<file path="src/pvc_pkg.sv">
package pvc_pkg;

   localparam int unsigned CODE_BYTES = 9;
   localparam int unsigned CODE_W     = 8 * CODE_BYTES;
   localparam int unsigned CNT_W      = 4;
   localparam int unsigned POS_W      = 7;

   // Code length constants; 56 value bits is the most a prefixed code holds
   localparam logic [CNT_W-1:0] LEN_ONE  = 4'd1;
   localparam logic [CNT_W-1:0] LEN_FULL = 4'd9;
   localparam logic [CNT_W-1:0] LEN_ZERO_HEAD = 4'd8;

   typedef struct packed {
      logic        mode;
      logic [7:0]  in_byte;
      logic [63:0] in_value;
   } req_type;

   typedef struct packed {
      logic [7:0]  out_byte;
      logic        byte_valid;
      logic [63:0] out_value;
      logic        value_valid;
      logic        last;
   } rsp_type;

   // One queued job: an encoded byte string or a finished decode
   typedef struct packed {
      logic              is_enc;
      logic [CNT_W-1:0]  nbytes;
      logic [CODE_W-1:0] code;
   } job_type;

   typedef struct packed {
      logic    valid;
      job_type job;
   } push_type;

   typedef struct packed {
      logic    valid;
      job_type job;
   } head_type;

endpackage

</file>
<file path="src/prefix_varint64_codec_core.sv">
// Prefix varint codec for 64-bit unsigned values, little-endian. The first
// byte's trailing zero count plus one is the code length (1..8 bytes); a zero
// first byte means nine bytes. Encode (mode 1) turns one value into 1..9
// result beats, one byte each, the final one flagged by last. Decode (mode 0)
// takes one byte per request beat and returns a single beat with the value
// when the code's final byte arrives; earlier bytes return nothing. An encode
// request drops any partial decode. Rate: a decode byte is taken every cycle
// while the job queue is not full; an encode's bytes leave one per result beat,
// so the single-byte result port sets its pace. A request queue of QUEUE_DEPTH
// jobs lets the front keep accepting while the back drains; a request's job
// passes through a queue entry and then the registered result port.
module prefix_varint64_codec_core #(
   parameter int unsigned QUEUE_DEPTH = 2
) (
   input  logic             clock,
   input  logic             reset,
   input  logic             req_valid,
   output logic             req_ready,
   input  pvc_pkg::req_type req_data,
   output logic             rsp_valid,
   input  logic             rsp_ready,
   output pvc_pkg::rsp_type rsp_data
);

   pvc_pkg::push_type push;
   pvc_pkg::head_type head;
   logic              full;
   logic              pop;
   logic              accept;

   // requests are held off only when the job queue is full
   assign req_ready = !full;
   assign accept    = req_valid && req_ready;

   // front: decode state and encode packing, one beat per cycle while not full
   pvc_front u_front (
      .clock  (clock),
      .reset  (reset),
      .accept (accept),
      .req    (req_data),
      .push   (push)
   );

   pvc_queue #(
      .DEPTH (QUEUE_DEPTH)
   ) u_queue (
      .clock (clock),
      .reset (reset),
      .push  (push),
      .pop   (pop),
      .full  (full),
      .head  (head)
   );

   // back: serialises a job onto the registered result port
   pvc_back u_back (
      .clock     (clock),
      .reset     (reset),
      .head      (head),
      .pop       (pop),
      .rsp_valid (rsp_valid),
      .rsp_ready (rsp_ready),
      .rsp_data  (rsp_data)
   );

endmodule

</file>
<file path="src/pvc_front.sv">
module pvc_front (
   input  logic              clock,
   input  logic              reset,
   input  logic              accept,
   input  pvc_pkg::req_type  req,
   output pvc_pkg::push_type push
);

   logic [pvc_pkg::CNT_W-1:0] left_ff, left_in;
   logic [pvc_pkg::POS_W-1:0] pos_ff, pos_in;
   logic [63:0]               part_ff, part_in;

   logic [63:0]               v;
   logic [pvc_pkg::CNT_W-1:0] enc_n;
   logic [63:0]               enc_word;
   logic [2:0]                tz;
   logic [pvc_pkg::CNT_W-1:0] dec_n;
   logic                      dec_done;

   assign v = req.in_value;

   // encoder length from the highest non-empty 7-bit group; any top-byte bit gives nine
   always_comb begin
      if (|v[63:56])      enc_n = pvc_pkg::LEN_FULL;
      else if (|v[55:49]) enc_n = 4'd8;
      else if (|v[48:42]) enc_n = 4'd7;
      else if (|v[41:35]) enc_n = 4'd6;
      else if (|v[34:28]) enc_n = 4'd5;
      else if (|v[27:21]) enc_n = 4'd4;
      else if (|v[20:14]) enc_n = 4'd3;
      else if (|v[13:7])  enc_n = 4'd2;
      else                enc_n = pvc_pkg::LEN_ONE;
   end

   assign enc_word = (v << enc_n) | (64'd1 << (enc_n - 4'd1));

   // trailing zeros of a non-zero head byte
   always_comb begin
      tz = 3'd7;
      for (int i = 7; i >= 0; i--) begin
         if (req.in_byte[i]) tz = 3'(i);
      end
   end

   assign dec_n = {1'b0, tz} + 4'd1;

   always_comb begin
      left_in = left_ff;
      pos_in  = pos_ff;
      part_in = part_ff;
      if (left_ff == '0) begin
         if (req.in_byte == 8'h00) begin
            part_in = '0;
            pos_in  = '0;
            left_in = pvc_pkg::LEN_ZERO_HEAD;
         end else begin
            part_in = 64'(req.in_byte >> dec_n);
            pos_in  = 7'd8 - {3'b000, dec_n};
            left_in = dec_n - 4'd1;
         end
      end else begin
         part_in = part_ff | (64'(req.in_byte) << pos_ff[5:0]);
         pos_in  = pos_ff + 7'd8;
         left_in = left_ff - 4'd1;
      end
   end

   assign dec_done = (left_in == '0);

   always_comb begin
      push.valid      = accept && (req.mode || dec_done);
      push.job.is_enc = req.mode;
      if (req.mode) begin
         push.job.nbytes = enc_n;
         push.job.code   = (enc_n == pvc_pkg::LEN_FULL) ? {v, 8'h00} : {8'h00, enc_word};
      end else begin
         push.job.nbytes = pvc_pkg::LEN_ONE;
         push.job.code   = {8'h00, part_in};
      end
   end

   always_ff @(posedge clock) begin
      if (reset) begin
         left_ff <= '0;
         pos_ff  <= '0;
         part_ff <= '0;
      end else if (accept) begin
         if (req.mode || dec_done) begin
            // encode drops any partial decode; a finished decode clears too
            left_ff <= '0;
            pos_ff  <= '0;
            part_ff <= '0;
         end else begin
            left_ff <= left_in;
            pos_ff  <= pos_in;
            part_ff <= part_in;
         end
      end
   end

endmodule

</file>
<file path="src/pvc_queue.sv">
module pvc_queue #(
   parameter int unsigned DEPTH = 2
) (
   input  logic              clock,
   input  logic              reset,
   input  pvc_pkg::push_type push,
   input  logic              pop,
   output logic              full,
   output pvc_pkg::head_type head
);

   localparam int unsigned PTR_W = (DEPTH > 1) ? $clog2(DEPTH) : 1;
   localparam int unsigned CNT_W = $clog2(DEPTH + 1);
   localparam logic [PTR_W-1:0] LAST_PTR = PTR_W'(DEPTH - 1);
   localparam logic [CNT_W-1:0] FULL_CNT = CNT_W'(DEPTH);

   pvc_pkg::job_type  mem_ff [DEPTH];
   logic [PTR_W-1:0]  wr_ff, wr_in;
   logic [PTR_W-1:0]  rd_ff, rd_in;
   logic [CNT_W-1:0]  cnt_ff, cnt_in;

   assign full       = (cnt_ff == FULL_CNT);
   assign head.valid = (cnt_ff != '0);
   assign head.job   = mem_ff[rd_ff];

   always_comb begin
      wr_in  = wr_ff;
      rd_in  = rd_ff;
      cnt_in = cnt_ff;
      if (push.valid) wr_in = (wr_ff == LAST_PTR) ? '0 : wr_ff + 1'b1;
      if (pop)        rd_in = (rd_ff == LAST_PTR) ? '0 : rd_ff + 1'b1;
      if (push.valid && !pop)      cnt_in = cnt_ff + 1'b1;
      else if (!push.valid && pop) cnt_in = cnt_ff - 1'b1;
   end

   always_ff @(posedge clock) begin
      if (reset) begin
         wr_ff  <= '0;
         rd_ff  <= '0;
         cnt_ff <= '0;
      end else begin
         wr_ff  <= wr_in;
         rd_ff  <= rd_in;
         cnt_ff <= cnt_in;
      end
   end

   always_ff @(posedge clock) begin
      if (push.valid) mem_ff[wr_ff] <= push.job;
   end

endmodule

</file>
<file path="src/pvc_back.sv">
module pvc_back (
   input  logic              clock,
   input  logic              reset,
   input  pvc_pkg::head_type head,
   output logic              pop,
   output logic              rsp_valid,
   input  logic              rsp_ready,
   output pvc_pkg::rsp_type  rsp_data
);

   logic [pvc_pkg::CNT_W-1:0]               idx_ff, idx_in;
   logic                                    vld_ff;
   pvc_pkg::rsp_type                        rsp_ff, rsp_in;
   logic [pvc_pkg::CODE_BYTES-1:0][7:0]     code_bytes;
   logic                                    load;
   logic                                    final_beat;

   assign code_bytes = head.job.code;
   assign load       = head.valid && (!vld_ff || rsp_ready);
   assign final_beat = !head.job.is_enc || (idx_ff == head.job.nbytes - 4'd1);
   assign pop        = load && final_beat;

   always_comb begin
      if (head.job.is_enc) begin
         rsp_in.out_byte    = code_bytes[idx_ff];
         rsp_in.byte_valid  = 1'b1;
         rsp_in.out_value   = '0;
         rsp_in.value_valid = 1'b0;
      end else begin
         rsp_in.out_byte    = '0;
         rsp_in.byte_valid  = 1'b0;
         rsp_in.out_value   = head.job.code[63:0];
         rsp_in.value_valid = 1'b1;
      end
      rsp_in.last = final_beat;
      idx_in      = final_beat ? '0 : idx_ff + 4'd1;
   end

   always_ff @(posedge clock) begin
      if (reset) begin
         vld_ff <= 1'b0;
         idx_ff <= '0;
      end else begin
         if (load) begin
            vld_ff <= 1'b1;
            idx_ff <= idx_in;
         end else if (rsp_ready) begin
            vld_ff <= 1'b0;
         end
      end
   end

   always_ff @(posedge clock) begin
      if (load) rsp_ff <= rsp_in;
   end

   assign rsp_valid = vld_ff;
   assign rsp_data  = rsp_ff;

endmodule

</file>
<file path="config.mk">
export PLATFORM = sky130hd
export DESIGN_NAME = prefix_varint64_codec_core
export DESIGN_NICKNAME = d
export VERILOG_FILES = /design/src/pvc_pkg.sv /design/src/prefix_varint64_codec_core.sv /design/src/pvc_front.sv /design/src/pvc_queue.sv /design/src/pvc_back.sv
export SDC_FILE = /design/constraint.sdc
export NUM_CORES = 1
export LEC_CHECK = 0
export ABC_AREA = 1
export ABC_CLOCK_PERIOD_IN_PS = 8170
export BUFFER_PORTS_ARGS = -buffer_cell sky130_fd_sc_hd__buf_2
export CAP_MARGIN = 0
export CORE_MARGIN = 10
export CORE_UTILIZATION = 40
export DETAILED_ROUTE_END_ITERATION = 6
export GPL_TIMING_DRIVEN = 1
export MAX_ROUTING_LAYER = met4
export PLACE_DENSITY = 0.64
export SLEW_MARGIN = 20
export SYNTH_ARGS = -nofsm -noshare
export SYNTH_HDL_FRONTEND = slang
export SYNTH_SLANG_ARGS = --single-unit
</file>
<file path="constraint.sdc">
create_clock -name clock -period 8.17 [get_ports clock]
set_input_delay 1.634 -clock clock [delete_from_list [all_inputs] [get_ports clock]]
set_output_delay 1.634 -clock clock [all_outputs]
set_load 0.1 [all_outputs]
</file>
# Word-level counts from Yosys, hierarchy flattened
# Memory sizes are Yosys's and may differ from the RTL's. A register that Yosys moved wholly into a read port is not among the register bits.
# Index checks and enable logic that the tools add are counted.
dict set report word_totals {
  reg_bits 159
  latchBits 0
  rom_bits 0
  ram_bits 154
  in_bits 77
  mem_count 1
  elab_cells 104
  out_inout_bits 77
}
dict set report classes {
  n_mux 40
  bitwise_logic 2
  div_mod_pow 0
  n_lt_le_gt_ge 1
  addsub 12
  n_shift 4
  mul 0
  n_eq_ne 3
  n_reduce_logical 28
}
# memory words word_bits rd rd_clocked_by_memory_dff write_ports line
set memory_table {}
lappend memory_table {u_queue.mem_ff 2 77 1 1 1 pvc_queue.sv:17} ;# pvc_pkg::job_type mem_ff [DEPTH];
# op n
set op_table {}
lappend op_table {{$mux 64} 3}
lappend op_table {{$or 64x64->64} 2}
lappend op_table {{$mux 76} 1}
lappend op_table {{$mux 72} 1}
lappend op_table {{$mux 66} 1}
lappend op_table {{$shl 1x4->64 const A} 1}
lappend op_table {{$shl 64x4->64} 1}
lappend op_table {{$shl 8x6->64} 1}
lappend op_table {{$shr 8x4->64} 1}
lappend op_table {{$reduce_or 7->1} 7}
lappend op_table {{$mux 4} 11}
lappend op_table {{$bmux 8 s4} 1}
lappend op_table {{$mux 7} 3}
lappend op_table {{$sub 4x1->4 const B} 4}
lappend op_table {{$mux 3} 4}
lappend op_table {{$mux 2} 5}
lappend op_table {{$mux 1} 9}
lappend op_table {{$logic_not 4->1} 2}
lappend op_table {{$logic_not 8->1} 1}
lappend op_table {{$mux 8} 1}
lappend op_table {{$reduce_or 8->1} 1}
lappend op_table {{$add 7x4->7 const B} 1}
lappend op_table {{$logic_and 1x1->1} 6}
lappend op_table {{$reduce_bool 2->1} 3}
lappend op_table {{other kinds (12)} 19}

# Longest topological paths before layout
dict set report logic_depth {
  depth_word 18
  mapped_depth 20
}

# Hierarchy
# A second synthesis with hierarchy kept.
dict set report unflattened {
  hier_cells 2266
  area_unflattened_um2 18164.9
}
# module cells_per_inst instances area_each_um2
set modules_own_cells {}
lappend modules_own_cells {pvc_front 1593 1 8456.9}
lappend modules_own_cells {pvc_queue 273 1 5918.2}
lappend modules_own_cells {pvc_back 397 1 3776.1}
lappend modules_own_cells {prefix_varint64_codec_core 3 1 13.8}

# Least setup slack after synthesis
# OpenSTA, ideal clock, no wires.
dict set report synth_path {
  kind {input port to flip-flop}
  from {input port rsp_ready}
  to {register u_queue.cnt_ff[1]}
  t_arrival_ns 7.009
  setup_slack_ns 1.039
  setup_time_ns 0.122
  path_stages 8
  path_cell_list {nor2_1 -> a21oi_1 -> nand2_1 -> ha_1 -> a21oi_1 -> o21ai_0 -> o21ai_0 -> a21oi_1}
}
dict set report synth_via {
  elab_chain_len 6
  elab_cells_between_ends 8
  cone_classes {mux: 1; reduce/logical: 7}
}
# item line
set synth_lines {}
lappend synth_lines {{start: declaration} prefix_varint64_codec_core.sv:21} ;# input logic rsp_ready,
lappend synth_lines {{$logic_or 1x1->1 *} pvc_back.sv:19} ;# assign load = head.valid && (!vld_ff || rsp_ready);
lappend synth_lines {{$logic_and 1x1->1 *} pvc_back.sv:19}
lappend synth_lines {{named net u_back.load} pvc_back.sv:15} ;# logic load;
lappend synth_lines {{$logic_and 1x1->1 *} pvc_back.sv:21} ;# assign pop = load && final_beat;
lappend synth_lines {{$logic_not 1->1} pvc_queue.sv:32} ;# if (push.valid && !pop) cnt_in = cnt_ff + 1'b1;
lappend synth_lines {{$logic_and 1x1->1} pvc_queue.sv:32}
lappend synth_lines {{$mux 2 / $reduce_bool 2->1 (equally long branches)} --}
lappend synth_lines {{end signal: assignment} pvc_queue.sv:44} ;# cnt_ff <= cnt_in;
lappend synth_lines {{end: declaration} pvc_queue.sv:20} ;# logic [CNT_W-1:0] cnt_ff, cnt_in;
# The timed path passes the listed nets; every way through them passes the cells marked *.
# A chain may end at the register's enable or synchronous reset.

==> results.yml <==
outcome:
  status: "finished, final reports clean"
clocking:
  cts_buffers: 36
  postCtsSetupRepairBufs: 0
  clock_latency_ns: 0.56
  path_clk_slew_ns: 0.06
  holdBufCountCts: 0
  cts.repair.resized: 0
  cts_htree_levels: 2
  clock_tree.root_cell: "sky130_fd_sc_hd__clkbuf_16"
  cts_sinks: 313
  clock_path_buffers: 3
  cts_tree: "yes"
worst_setup_path:
  timing.critical_path.max_delay_family: "buffers and inverters"
  worstSetupStartpointType: "input port"
  peak_per_stage_delay_on_the_critical_path_ns: 0.53
  worst_setup_path_end_kind: "flop"
  arrival_time_worst_endpoint_ns: 5.11
  cp.required_ns: 8.57
  setup.worst_path.class: "input port to flop"
  critical_path.max_fanout: 49
  worst-path-buf-inv: 5
  rr_worst_depth: 13
  setup.reg_to_reg.worst_slack_ns: 3.92
  cp_cell_sequence: "buf_2, nor2_1, nand4_4, buf_4, inv_2, nand2_2, inv_2, nand2_2, inv_4, nor2_1, ha_1, o31ai_1, nand2_1, nand2_1"
  r2r_start: "u_front.left_ff[0]"
  critical-path-slowest-cell: "sky130_fd_sc_hd__inv_2"
  crit-reg2reg-capture: "u_queue.mem_ff[1][42]"
route:
  num_vias: 15468
  drt_wl_total_um: 57600
  drc_errors: 0
  drtIter0Drc: 1706
  average_vias_per_placed_instance: 5.48
  drt_pre_antenna_iters: 6
  routed_wire_length_per_instance_um: 20.4
  antenna_violating_nets_post_route: 0
global_route:
  global_route_wire_length_before_repair_um: 87400
  initial_antenna_violation_count: 0
  number_of_global_route_vias_before_repair: 14499
  grt_usage_pct: 21.9
  grt_max_degree: 89
  global_route.overflow_total: 0
finish:
  drive_above_1_share_pct: 12.6
  layout.nets: 2296
  layout-area-overhead-vs-synth_pct: 12.7
  final.fill_count: 4257
worst_hold_path:
  hold_path_class: "flop to flop"
  timing.hold.worst_endpoint: "u_front.part_ff[4]"
  origin_of_the_worst_min_delay_path: "u_front.part_ff[4]"
  worstHoldPathCells: 2
timing:
  slew_violations: 0
  grt_setup_unrepaired: "no"
  timing.final.setup_violations: 0
  hold_slack_ns: 0.463
  timing.final.crit_period_ns: 4.71
  fin_setup_tns_ns: 0
  final_clock_skew_ns: 0.0155
  timing.final.hold_violations: 0
  slew-limit-headroom_pct: 26.4
  max_slew.worst_pin.slew_ns: 1.10
  max_freq_ghz: 0.212
  final.period_utilization_pct: 57.7
placed_design:
  routabilityCongestion: 0.941
  port_buffers: 153
  place.detailed.hpwl_um: 40800
power_and_ir_drop:
  p_leak_uw: 0.00737
  power_density_mw_per_mm2: 351
  clock_power_share_pct: 23.4
  ir_drop_v: 0.000341
  switching_power_uw: 3260
  internal_power_uw: 3600
  logic_pwr_share_pct: 43.2
  seq_power_share_pct: 33.4
  p_sw_share_pct: 47.5
logic_synthesis:
  synth_top_area_share_pct: 39.7
  yosys_warnings: 0
  synth_most_common_cell: "sky130_fd_sc_hd__nand2_1"
  synth_edf_count: 229
  cell_variety_after_synth: 52
  post_synth_instance_area_mm2: 0.0173
  async_flop_share_pct: 0
  flops_latches_synth: 313
  synth-seq-area-share_pct: 49.4
  synth_top_cells_by_area: "sky130_fd_sc_hd__edfxtp_1, sky130_fd_sc_hd__nand2_1, sky130_fd_sc_hd__dfxtp_1"
  syn_avg_cell_area_um2: 8.12
  post-synth-top-area-cell: "sky130_fd_sc_hd__edfxtp_1"
  synth.net_count: 2219
  synth.top_cells.by_count: "sky130_fd_sc_hd__nand2_1, sky130_fd_sc_hd__nand3_1, sky130_fd_sc_hd__edfxtp_1, sky130_fd_sc_hd__nor2_1, sky130_fd_sc_hd__a21oi_1"
  synth_ff_type: "sky130_fd_sc_hd__edfxtp_1"
  netlist_instances: 2134
floorplanning:
  fp.coreArea_mm2: 0.0430
  rows: 76
  die_w_um: 228
  top_level_ports: 154
  start_util_pct: 40.3
  floorplan.die_area_mm2: 0.0520
  die_h_um: 228
job:
  drv_cap: 0
-- worst min-delay path, stage by stage, from the launching register on --
cell and delay [ns]:
sky130_fd_sc_hd__dfxtp_1 0.30, sky130_fd_sc_hd__nand2_1 0.06, sky130_fd_sc_hd__a21oi_1 0.06
-- stage by stage --
stage / std cells / util (%) / area [µm²] / total power [µW] / worst slack (ns)
floorplan: 2134 / - / 17300 / 4660 / 1.04
global placement: 2758 / 42.7 / 18400 / 5260 / 2.98
detailed placement: 2758 / 42.7 / 18400 / 5280 / 3.01
CTS: 2823 / 45.4 / 19500 / 6890 / 3.57
global route: 2823 / 45.4 / 19500 / 7140 / 3.32
finish: 2825 / 45.4 / 19500 / 6850 / 3.46
-- state kept, by name (all words and copies together), names as in the netlist, named ones only --
| signal | flops |
|---|---|
| u_queue.mem_ff | 154 |
| u_back.rsp_data | 75 |
| u_front.part_ff | 64 |
| u_front.pos_ff | 6 |
| u_back.idx_ff | 4 |
| u_front.left_ff | 4 |
| u_queue.cnt_ff | 2 |
| u_back.rsp_valid | 1 |
| u_queue.rd_ff | 1 |
| u_queue.wr_ff | 1 |
-- power by group through the flow --
| stage | sequential (µW) | combinational [µW] | clock (µW) |
|---|---|---|---|
| floorplan | 3640 | 1020 | 0 |
| global placement | 2320 | 2940 | 0 |
| detailed placement | 2320 | 2960 | 0 |
| CTS | 2290 | 2970 | 1630 |
| global route | 2320 | 3120 | 1700 |
| finish | 2290 | 2960 | 1600 |
-- kinds of logic (layout without fill, tap and decap cells) --
family	Yosys count	after routing	share of synthesized area, %
compound gates	389	389	12.2
simple gates	1012	1012	24.8
other cells	0	2	0
flops	313	313	49.4
mux	77	77	4.51
xor+xnor	12	12	0.607
fa+ha+maj	8	8	0.578
buf+inv	323	427	7.92
-- metal layers --
metal	GRT usage [%]	vias up	wire (µm)
met4	6.54	0	1710
met1	29.8	7350	25700
met2	33.0	666	26000
li1	-	7368	-
met3	3.38	84	4210
met5	-	-	0
-- layout by cell type, fill, tap and decap left out, drive strengths merged --
cell type,Yosys,routed
a211oi,3,3
a21o,1,1
a21oi,195,195
a22o,1,1
a31oi,16,16
a32oi,1,1
and2,2,2
buf,71,170
bufinv,0,3
clkbuf,60,43
clkinv,4,20
clkinvlp,0,1
dfxtp,84,84
diode,0,2
edfxtp,229,229
ha,8,8
inv,188,190
mux2,8,8
mux2i,69,69
nand2,522,522
nand3,240,240
nand3b,2,2
nand4,8,8
nor2,212,212
nor3,12,12
nor4,2,2
o2111ai,1,1
o211ai,14,14
o21a,2,2
o21ai,121,121
o21bai,1,1
o221ai,1,1
o22ai,19,19
o311ai,7,7
o31ai,6,6
or2,12,12
xnor2,2,2
xor2,10,10
-- area by class of cell --
| type | count | area, µm² | share of cell area [%] |
|---|---|---|---|
| multi-input cells | 1498 | 7430 | 38.0 |
| clock buffers | 43 | 957 | 4.90 |
| flip-flops and latches | 313 | 8560 | 43.9 |
| diodes | 2 | 5.00 | 0.0256 |
| well taps | 585 | 732 | 3.75 |
| repair buffers | 170 | 906 | 4.64 |
| clock inverters | 22 | 210 | 1.08 |
| inverters | 192 | 723 | 3.70 |
-- worst max path at each step --
stage                 start                    end  slack [ns]  cells after the start
4_1_cts        req_data[57]   u_queue.mem_ff[1][6]        3.57                     14
6_report       req_data[57]   u_queue.mem_ff[1][6]        3.46                     14
2_1_floorplan     rsp_ready      u_queue.cnt_ff[1]        1.04                      8
3_3_place_gp   req_data[57]   u_queue.mem_ff[0][6]        2.98                     14
5_1_grt        req_data[57]  u_queue.mem_ff[1][39]        3.32                     16
3_5_place_dp   req_data[57]   u_queue.mem_ff[1][6]        3.01                     14
No activity file was read; power rests on OpenSTA's default activity.
